--- config.mk ---
export PLATFORM = sky130hd
export DESIGN_NAME = stable_priority_queue
export DESIGN_NICKNAME = d
export VERILOG_FILES = /design/src/design/spq_pkg.sv /design/src/design/stable_priority_queue.sv /design/src/design/spq_cell.sv
export SDC_FILE = /design/constraint.sdc
export NUM_CORES = 1
export LEC_CHECK = 0
export BUFFER_PORTS_ARGS = -buffer_cell sky130_fd_sc_hd__buf_4
export CORE_UTILIZATION = 39
export DETAILED_ROUTE_END_ITERATION = 8
export PLACE_DENSITY = 0.51
export SYNTH_ARGS = -nofsm -noshare
export SYNTH_HDL_FRONTEND = slang
export SYNTH_HIERARCHICAL = 1
export SYNTH_SLANG_ARGS = --single-unit
--- constraint.sdc ---
create_clock -name clock -period 3.66 [get_ports clock]
set_clock_uncertainty 0.1 [all_clocks]
set_input_delay 1.098 -clock clock [delete_from_list [all_inputs] [get_ports clock]]
set_output_delay 1.098 -clock clock [all_outputs]
set_load 0.01 [all_outputs]
--- src/design/spq_pkg.sv ---
// ----------------------------------------------------------------------------
// spq_pkg
// Shared types and codes for the stable priority queue: the request and
// response transaction formats, status codes and the cell command group.
// ----------------------------------------------------------------------------
package spq_pkg;

   localparam int unsigned TAG_W   = 16;
   localparam int unsigned AGE_W   = 8;
   localparam int unsigned COND_W  = 2;
   localparam int unsigned PRIO_W  = 3;
   localparam int unsigned TOTAL_W = 5;

   typedef enum logic [0:0] {
      REQ_INSERT = 1'b0,
      REQ_POP    = 1'b1
   } req_kind_type;

   typedef enum logic [1:0] {
      STATUS_OK    = 2'd0,
      STATUS_EMPTY = 2'd1,
      STATUS_FULL  = 2'd2
   } status_type;

   typedef struct packed {
      req_kind_type        req_type;
      logic [TAG_W-1:0]    rec_tag;
      logic [AGE_W-1:0]    rec_age;
      logic [COND_W-1:0]   rec_condition;
      logic [PRIO_W-1:0]   rec_priority;
   } req_payload_type;

   typedef struct packed {
      status_type          status;
      logic [TAG_W-1:0]    out_tag;
      logic [AGE_W-1:0]    out_age;
      logic [COND_W-1:0]   out_condition;
      logic [PRIO_W-1:0]   out_priority;
      logic [TOTAL_W-1:0]  entry_total;
      logic                head_valid;
      logic [TAG_W-1:0]    head_tag;
   } rsp_payload_type;

   // Fixed-width part of one stored record; the tag travels separately
   // because its width is a parameter of the top level.
   typedef struct packed {
      logic [PRIO_W-1:0]   priority_val;
      logic [AGE_W-1:0]    age;
      logic [COND_W-1:0]   condition;
   } slot_info_type;

   // Command group broadcast to every cell, plus the per-cell neighbor view.
   typedef struct packed {
      logic                insert;
      logic                pop;
      logic                occupied;
      logic                left_stay;
   } cell_cmd_type;

endpackage

--- src/design/stable_priority_queue.sv ---
// ----------------------------------------------------------------------------
// stable_priority_queue
// Bounded stable priority queue built as a row of shifting cells. Inserts
// land behind every record of equal or higher priority; pops take the head.
// ----------------------------------------------------------------------------
//
//   Channel   Direction  Handshake                Contents
//   request   in         start high, busy low     req_data (insert or pop)
//   response  out        rsp_valid, one cycle     rsp_data (status, record,
//                                                 count and head after it)
//
// Every request transaction yields exactly one response transaction, shown
// on rsp_valid and rsp_data in the cycle after the request is taken, so the
// queue takes one request per cycle. All cells decide in parallel from
// their own priority compare and their left neighbor's, so the response
// does not depend on the fill level. busy is always low: the receiver
// cannot stall and no request ever holds off the next one.
// Synchronous reset empties the queue by clearing the record count; slot
// contents are left as they are and are never read until written.
// ----------------------------------------------------------------------------
module stable_priority_queue
   import spq_pkg::*;
#(
   parameter int unsigned QUEUE_DEPTH = 16,
   parameter int unsigned TAG_BITS    = 16
) (
   input  logic            clock,
   input  logic            reset,
   input  logic            start,
   output logic            busy,
   input  req_payload_type req_data,
   output logic            rsp_valid,
   output rsp_payload_type rsp_data
);

   localparam int unsigned CNT_W = $clog2(QUEUE_DEPTH + 1);

   logic [CNT_W-1:0]    count_ff;
   logic [CNT_W-1:0]    count_in;
   logic                rsp_valid_ff;
   rsp_payload_type     rsp_ff;
   rsp_payload_type     rsp_in;

   logic                accept;
   logic                queue_full;
   logic                queue_empty;
   logic                insert_ok;
   logic                pop_ok;
   logic [TAG_BITS-1:0] new_tag;
   slot_info_type       new_info;
   logic [TAG_BITS-1:0] head_tag_next;

   logic [TAG_BITS-1:0] cell_tag  [QUEUE_DEPTH];
   slot_info_type       cell_info [QUEUE_DEPTH];
   logic                cell_stay [QUEUE_DEPTH];

   assign busy        = 1'b0;
   assign accept      = start && !busy;
   assign queue_full  = (count_ff == CNT_W'(QUEUE_DEPTH));
   assign queue_empty = (count_ff == '0);
   assign insert_ok   = accept && (req_data.req_type == REQ_INSERT) && !queue_full;
   assign pop_ok      = accept && (req_data.req_type == REQ_POP) && !queue_empty;

   // The size cast keeps the low TAG_BITS bits or zero-extends as needed.
   assign new_tag               = TAG_BITS'(req_data.rec_tag);
   assign new_info.priority_val = req_data.rec_priority;
   assign new_info.age          = req_data.rec_age;
   assign new_info.condition    = req_data.rec_condition;

   // The chain: cell 0 is the head. A cell shifts toward the tail on insert
   // when its left neighbor gave up its place, and toward the head on pop.
   for (genvar i = 0; i < QUEUE_DEPTH; i++) begin : g_cell
      cell_cmd_type        cmd;
      logic [TAG_BITS-1:0] left_tag;
      slot_info_type       left_info;
      logic [TAG_BITS-1:0] right_tag;
      slot_info_type       right_info;

      assign cmd.insert   = insert_ok;
      assign cmd.pop      = pop_ok;
      assign cmd.occupied = (count_ff > CNT_W'(i));

      if (i == 0) begin : g_head
         assign cmd.left_stay = 1'b1;
         assign left_tag      = new_tag;
         assign left_info     = new_info;
      end else begin : g_body
         assign cmd.left_stay = cell_stay[i-1];
         assign left_tag      = cell_tag[i-1];
         assign left_info     = cell_info[i-1];
      end

      // The tail cell has nothing behind it; what it takes on a pop is
      // beyond the new count and is never read.
      if (i == QUEUE_DEPTH - 1) begin : g_tail
         assign right_tag  = cell_tag[i];
         assign right_info = cell_info[i];
      end else begin : g_inner
         assign right_tag  = cell_tag[i+1];
         assign right_info = cell_info[i+1];
      end

      spq_cell #(
         .TAG_BITS (TAG_BITS)
      ) u_cell (
         .clock        (clock),
         .cmd          (cmd),
         .new_priority (req_data.rec_priority),
         .new_tag      (new_tag),
         .new_info     (new_info),
         .left_tag     (left_tag),
         .left_info    (left_info),
         .right_tag    (right_tag),
         .right_info   (right_info),
         .stay         (cell_stay[i]),
         .tag          (cell_tag[i]),
         .info         (cell_info[i])
      );
   end

   always_comb begin
      count_in = count_ff;
      if (insert_ok) begin
         count_in = count_ff + CNT_W'(1);
      end else if (pop_ok) begin
         count_in = count_ff - CNT_W'(1);
      end
   end

   // Head tag after this transaction, mirrored from what cell 0 will load.
   always_comb begin
      head_tag_next = cell_tag[0];
      if (insert_ok && !cell_stay[0]) begin
         head_tag_next = new_tag;
      end else if (pop_ok) begin
         head_tag_next = cell_tag[1];
      end
   end

   always_comb begin
      rsp_in               = '0;
      rsp_in.status        = STATUS_OK;
      if (req_data.req_type == REQ_INSERT) begin
         if (queue_full) begin
            rsp_in.status = STATUS_FULL;
         end
      end else if (queue_empty) begin
         rsp_in.status = STATUS_EMPTY;
      end else begin
         rsp_in.out_tag       = TAG_W'(cell_tag[0]);
         rsp_in.out_age       = cell_info[0].age;
         rsp_in.out_condition = cell_info[0].condition;
         rsp_in.out_priority  = cell_info[0].priority_val;
      end
      rsp_in.entry_total = TOTAL_W'(count_in);
      rsp_in.head_valid  = (count_in != '0);
      rsp_in.head_tag    = (count_in != '0) ? TAG_W'(head_tag_next) : '0;
   end

   always_ff @(posedge clock) begin
      if (reset) begin
         count_ff     <= '0;
         rsp_valid_ff <= 1'b0;
      end else begin
         count_ff     <= count_in;
         rsp_valid_ff <= accept;
      end
   end

   always_ff @(posedge clock) begin
      rsp_ff <= rsp_in;
   end

   assign rsp_valid = rsp_valid_ff;
   assign rsp_data  = rsp_ff;

endmodule

--- src/design/spq_cell.sv ---
// ----------------------------------------------------------------------------
// spq_cell
// One slot of the sorted queue. It holds a record, reports whether it keeps
// its place for the incoming priority, and takes a record from either
// neighbor or from the request when the queue shifts.
// ----------------------------------------------------------------------------
module spq_cell
   import spq_pkg::*;
#(
   parameter int unsigned TAG_BITS = 16
) (
   input  logic                clock,
   input  cell_cmd_type        cmd,
   input  logic [PRIO_W-1:0]   new_priority,
   input  logic [TAG_BITS-1:0] new_tag,
   input  slot_info_type       new_info,
   input  logic [TAG_BITS-1:0] left_tag,
   input  slot_info_type       left_info,
   input  logic [TAG_BITS-1:0] right_tag,
   input  slot_info_type       right_info,
   output logic                stay,
   output logic [TAG_BITS-1:0] tag,
   output slot_info_type       info
);

   logic [TAG_BITS-1:0] tag_ff;
   logic [TAG_BITS-1:0] tag_in;
   slot_info_type       info_ff;
   slot_info_type       info_in;

   // A stored record of equal or higher priority stays ahead of the newcomer.
   assign stay = cmd.occupied && (info_ff.priority_val >= new_priority);

   always_comb begin
      tag_in  = tag_ff;
      info_in = info_ff;
      if (cmd.insert && !stay) begin
         if (cmd.left_stay) begin
            tag_in  = new_tag;
            info_in = new_info;
         end else begin
            tag_in  = left_tag;
            info_in = left_info;
         end
      end else if (cmd.pop) begin
         tag_in  = right_tag;
         info_in = right_info;
      end
   end

   always_ff @(posedge clock) begin
      tag_ff  <= tag_in;
      info_ff <= info_in;
   end

   assign tag  = tag_ff;
   assign info = info_ff;

endmodule
==> metrics.cfg, run 1 <==
[route]
detailedRoute.firstIterationViolations=761
drt_pass1_iterations=4
via_count=15796
route.final.wire_length_um=65900
remaining_drc_errors=0
detail-route-antenna-nets=0
routed_wire_length_per_instance_um=20.9
routed_vias_inst=5.02

[sta]
timing_worst_slew_pin_value_ns=0.839
report.final.slew_viol_count=0
hold_viol_final=0
postLayoutSetupSlackWorst_ns=0.491
clock.fmax_mhz=316
finalSetupViolCount=0
finalCriticalPeriod_ns=3.17
grt_setup_unrepaired=false
max_slew_margin_vs_limit_pct=44.1
fin_tns_setup_ns=0
fin_crit_sh_pct=86.6

[floorplan]
starting_utilization_of_the_core_area_pct=39.5
floorplan.io_pins=88
die-area_um2=79800
horizontal_die_dimension_um=282
row_count=102
die_h_um=282
core_footprint_um2=77600

[pwr]
pwr_density_cell_nw_per_um2=802
total_leakage_power_uw=0.0129
worst_ir_drop_vdd_uv=438

[finish]
final_cell_area_um2=34400
area_taken_by_multi_input_logic_gates_um2=14300
num-nets-final=2142
areaGrowthSynthToFinish_pct=12.3
final_core_utilization_pct=44.4
fill_cells=7034
final_cell_count_no_fill=3149
seq_area_um2=15100
drive_gt1_share_pct=59.1

[setup_path]
setup.worst_path.end_class=flip-flop
reg_to_reg_setup_timing_slack_ns=0.49
crit_chain=and4bb_1 > or3b_1 > clkinv_4 > nor2b_1 > a22o_4 > or2_2
crit_path_start_kind=flip-flop
critPathSlowestCell=sky130_fd_sc_hd__dfxtp_1
rr_worst_depth=6
crit_path_max_incr_delay_ns=0.64
worstSetupPathType=flip-flop to flip-flop
required_time_at_the_worst_slack_endpoint_ns=3.82
crit_arrival_ns=3.33
cp_max_fo=31

[clock_tree]
clkLatencyLatePin_ns=0.64
ctsRootBufferMaster=sky130_fd_sc_hd__clkbuf_16
max-clock-path-buffers=3
clock_sinks=523
postCtsSetupBuffers=0
post_cts.resized_instances=0
hold_fix_buffers_cts=0
cts-htree-levels=2
cts_tree=built
cts_inserted_buffers=61
clkTransAtPathRegs_ns=0.06

[place]
placed_cell_area_um2=32500
place_hpwl_um=48800
place_ws_ns=0.0621
globalplace.congestion=0.763
placement.io_buffers=86
cell_total_after_placement=3032

[min_path]
hold_path_depth=1
hold_class=flip-flop to flip-flop

[grt]
number_of_global_route_vias_before_repair=17046
grt_overflow=0
grt_antenna_before_repair=3
grt_first_pass_wirelength_um=105000
groute.usage.overall_pct=16.8
grt_start_max_net_pins=36

[run]
cap_violations=0

[synthesis]
postSynthAreaPerCell_um2=15.7
synth_cells=1954
yosysWarningCount=6
synthesis.area_um2=30700

[run_status]
outcome=complete, no violations

-- final timing paths --
kind                                 startpoint                                 end
min          g_cell[0].u_cell/info[7]$_DFFE_PP_             rsp_data[32]$_SDFF_PP0_
min reg2reg  g_cell[0].u_cell/info[7]$_DFFE_PP_             rsp_data[32]$_SDFF_PP0_
max reg2reg              count_ff[2]$_SDFF_PP0_  g_cell[13].u_cell/tag[9]$_DFFE_PP_
max                      count_ff[2]$_SDFF_PP0_  g_cell[13].u_cell/tag[9]$_DFFE_PP_
-- layer usage --
layer	vias up	share of wire (%)	track usage [%]	routed length (µm)
met5	-	0	0	0
met3	79	2.9	2.29	1900
li1	7653	-	-	-
met1	7851	51	24.7	33700
met2	213	44	26.0	29200
met4	0	1.7	3.76	1140
-- placed cells by master, fill, tap and decap left out, types with 28 or more instances in the layout --
master / n
sky130_fd_sc_hd__buf_4: 120
sky130_fd_sc_hd__mux2_2: 648
sky130_fd_sc_hd__ha_1: 54
sky130_fd_sc_hd__mux2_4: 290
sky130_fd_sc_hd__buf_12: 30
sky130_fd_sc_hd__clkbuf_16: 66
sky130_fd_sc_hd__inv_1: 55
sky130_fd_sc_hd__o21ai_0: 28
sky130_fd_sc_hd__and3_1: 30
sky130_fd_sc_hd__edfxtp_1: 464
sky130_fd_sc_hd__dfxtp_1: 59
-- flip-flops by register name, indices dropped and copies added (netlist names) --
register            cells
rsp_data               53
g_cell.u_cell/tag     256
g_cell.u_cell/info    208
rsp_valid               1
count_ff                5
-- per-stage QoR --
| step | power (µW) | hold WS, ns |
|---|---|---|
| after global routing | 29200 | 0.476 |
| after detailed placement | 21900 | 0.425 |
| after CTS | 28000 | 0.439 |
| after floorplan | 19200 | 0.373 |
| final | 27600 | 0.438 |
| after global placement | 21500 | 0.401 |
-- power by group --
| group | switching [µW] | internal [µW] | total (µW) |
|---|---|---|---|
| Sequential | 1290 | 9780 | 11100 |
| Combinational | 4350 | 6240 | 10600 |
| Clock | 2490 | 3470 | 5970 |
| Total | 8130 | 19500 | 27600 |
-- cell type report --
type	instances	share of cell area, %
inverter	56	0.625
clock buffer	87	5.34
multi-input combinational	1263	41.6
sequential	523	43.9
antenna	3	0.0218
clock inverter	27	0.421
timing repair buffer	150	4.36
tap	1040	3.78
-- critical path: cells and delay by family (launching register included) --
family                 cells  cell delay [ns]
buffers and inverters      1             0.26
AO/OA/AOI/OAI              1             0.17
AND/OR/NAND/NOR            4             1.54
flip-flops                 1             0.64
Note: power is estimated with default switching activity, not from simulation.
==> run 2, diff against run 1 <==
- ABC_AREA: default -> 1
- GPL_TIMING_DRIVEN: default -> 1
==> metrics.cfg, run 2 <==
[run_status]
outcome=complete, no violations  ; unchanged

[synthesis]
yosysWarningCount=6  ; unchanged
synthesis.area_um2=31600  ; was 30700 µm²
postSynthAreaPerCell_um2=7.75  ; was 15.7 µm²
synth_cells=4081  ; was 1954

[clock_tree]
clkTransAtPathRegs_ns=0.06  ; about the same
post_cts.resized_instances=0  ; unchanged
ctsRootBufferMaster=sky130_fd_sc_hd__clkbuf_16  ; unchanged
postCtsSetupBuffers=0  ; unchanged
max-clock-path-buffers=3  ; unchanged
cts-htree-levels=3  ; was 2
clkLatencyLatePin_ns=0.61  ; was 0.64 ns
cts_inserted_buffers=66  ; was 61
cts_tree=built  ; unchanged
clock_sinks=523  ; unchanged
hold_fix_buffers_cts=0  ; unchanged

[finish]
fill_cells=8213  ; was 7034
num-nets-final=4191  ; was 2142
area_taken_by_multi_input_logic_gates_um2=12400  ; was 14300 µm²
leading_cell_type_in_the_layout_fill_and_taps_excluded=sky130_fd_sc_hd__nand2_1  ; was sky130_fd_sc_hd__mux2_2
seq_area_um2=15100  ; unchanged
largest_register_ff_count=256  ; unchanged
final_cell_count_no_fill=5214  ; was 3149
drive_gt1_share_pct=9.22  ; was 59.1%
areaGrowthSynthToFinish_pct=10.9  ; was 12.3%
mostFrequentLayoutCells=sky130_fd_sc_hd__nand2_1, sky130_fd_sc_hd__inv_1, sky130_fd_sc_hd__o21ai_0  ; was sky130_fd_sc_hd__mux2_2, sky130_fd_sc_hd__edfxtp_1, sky130_fd_sc_hd__mux2_4

[run]
cap_violations=0  ; unchanged

[setup_path]
path_common_cell=sky130_fd_sc_hd__nor2_1
setup.worst_path.end_class=flip-flop  ; unchanged
cp_max_fo=44  ; was 31
cpLargestDelayFamily=simple AND/OR/NAND/NOR gates  ; unchanged
crit_path_start_kind=flip-flop  ; unchanged
required_time_at_the_worst_slack_endpoint_ns=3.91  ; was 3.82 ns
crit_arrival_ns=3.21  ; was 3.33 ns
critical_path.n_buffers_inverters=3  ; was 1
critPathSlowestCell=sky130_fd_sc_hd__nor2_1  ; was sky130_fd_sc_hd__dfxtp_1
crit_chain=inv_2 > nor2_1 > a21oi_1 > nor2_1 > nand2_4 > inv_1 > buf_12 > o21ai_0 > nand3_1 > nand2_1  ; was and4bb_1 > or3b_1 > clkinv_4 > nor2b_1 > a22o_4 > or2_2
crit_path_max_incr_delay_ns=0.67  ; was 0.64 ns
worstSetupPathType=flip-flop to flip-flop  ; unchanged

[route]
via_count=25574  ; was 15796
drt_pass1_iterations=8  ; was 4
detail-route-antenna-nets=0  ; unchanged
remaining_drc_errors=0  ; unchanged
route.final.wire_length_um=93400  ; was 65900 µm
routed_vias_inst=4.90  ; was 5.02
detailedRoute.firstIterationViolations=2362  ; was 761
routed_wire_length_per_instance_um=17.9  ; was 20.9 µm

[place]
globalplace.congestion=0.802  ; was 0.763
place_ws_ns=0.316  ; was 0.0621 ns
cell_total_after_placement=5096  ; was 3032
placement.io_buffers=86  ; unchanged
place_hpwl_um=64400  ; was 48800 µm

[pwr]
fraction_of_power_spent_switching_nets_pct=33.0  ; was 29.4%
sequentialPowerShare_pct=43.3  ; was 40.1%
p_switching_uw=6480  ; was 8130 µW
worst_ir_drop_vdd_uv=291  ; was 438 µV
p_int_uw=13100  ; was 19500 µW
power.share.clock_pct=31.9  ; was 21.6%
power.total_uw=19600  ; was 27600 µW
power.share.combinational_pct=24.8  ; was 38.3%
total_leakage_power_uw=0.0165  ; was 0.0129 µW
pwr_density_cell_nw_per_um2=559  ; was 802 nW/µm²

[floorplan]
row_count=104  ; was 102
die-area_um2=82300  ; was 79800 µm²
starting_utilization_of_the_core_area_pct=39.3  ; was 39.5%
floorplan.io_pins=88  ; unchanged
core_footprint_um2=80400  ; was 77600 µm²
horizontal_die_dimension_um=287  ; was 282 µm
die_h_um=287  ; was 282 µm

[sta]
report.final.slew_viol_count=0  ; unchanged
timing_worst_slew_pin_value_ns=0.889  ; was 0.839 ns
fin_tns_setup_ns=0  ; unchanged
finalCriticalPeriod_ns=2.96  ; was 3.17 ns
grt_setup_unrepaired=false  ; unchanged
finalSetupViolCount=0  ; unchanged
clock.fmax_mhz=338  ; was 316 MHz
max_slew_margin_vs_limit_pct=40.7  ; was 44.1%
postLayoutSetupSlackWorst_ns=0.701  ; was 0.491 ns
fin_crit_sh_pct=80.8  ; was 86.6%
hold_viol_final=0  ; unchanged

[grt]
grt_first_pass_wirelength_um=147000  ; was 105000 µm
groute.usage.overall_pct=22.7  ; was 16.8%
number_of_global_route_vias_before_repair=25055  ; was 17046
grt_overflow=0  ; unchanged
grt_antenna_before_repair=1  ; was 3
grt_start_max_net_pins=97  ; was 36

[min_path]
hold_class=flip-flop to flip-flop  ; unchanged

[run 2: cell types whose count changed in the layout (fill, tap and decap cells not counted), moves of 57 or more]
cell                      before   now
sky130_fd_sc_hd__mux2_4      290     0
sky130_fd_sc_hd__inv_1        55   621
sky130_fd_sc_hd__mux2_2      648     0
sky130_fd_sc_hd__buf_4       120   177
sky130_fd_sc_hd__o21ai_0      28   482
sky130_fd_sc_hd__nand2_1      15  1504
sky130_fd_sc_hd__nand3_1       2   470
[run 2: worst paths after layout]
path	startpoint	endpoint	slack (ns)	depth (start not counted)
worst max register to register	count_ff[2]$_SDFF_PP0_	g_cell[14].u_cell/tag[12]$_DFFE_PP_	0.70	10
worst min register to register	g_cell[0].u_cell/info[8]$_DFFE_PP_	rsp_data[33]$_SDFF_PP0_	0.41	2
worst min-delay path	g_cell[0].u_cell/info[8]$_DFFE_PP_	rsp_data[33]$_SDFF_PP0_	0.41	2
worst max-delay path	count_ff[2]$_SDFF_PP0_	g_cell[14].u_cell/tag[12]$_DFFE_PP_	0.70	10
[run 2: metrics by stage]
stage | utilization [%] | instance area, µm² | hold WS, ns
2_1_floorplan | - | 31600 | 0.365
3_5_place_dp | 41.1 | 33000 | 0.397
6_report | 43.6 | 35100 | 0.405
4_1_cts | 43.6 | 35100 | 0.412
5_1_grt | 43.6 | 35100 | 0.450
3_3_place_gp | 41.1 | 33000 | 0.384
[run 2: layout make-up]
type                            count  share of cell area, %
Antenna cell                        1                0.00713
Timing Repair Buffer              204                   5.33
Sequential cell                   523                   43.1
Tap cell                         1060                   3.78
Multi-Input combinational cell   2683                   35.2
Inverter                          626                   6.75
Clock inverter                     24                  0.489
Clock buffer                       93                   5.30
[run 2: layer usage]
metal	up-vias	share of wire, %	wire, µm	track usage, %
li1	13052	-	-	-
met1	11700	46	42600	31.1
met2	701	46	43300	37.3
met3	121	5.7	5300	3.06
met4	0	2.4	2280	6.57
met5	-	0	0	0
[run 2: worst min-delay path, stage by stage (launching register included)]
cell and delay, ns:
sky130_fd_sc_hd__edfxtp_1 0.35, sky130_fd_sc_hd__inv_1 0.04, sky130_fd_sc_hd__nor2_1 0.08
[run 2: power by group through the flow]
stage                     Sequential (µW)  Clock, µW  Combinational, µW
after detailed placement             8620          0               4850
after floorplan                      8430          0               3380
after global placement               8600          0               4830
final                                8490       6260               4870
after global routing                 8600       6640               5520
after CTS                            8500       6440               4890
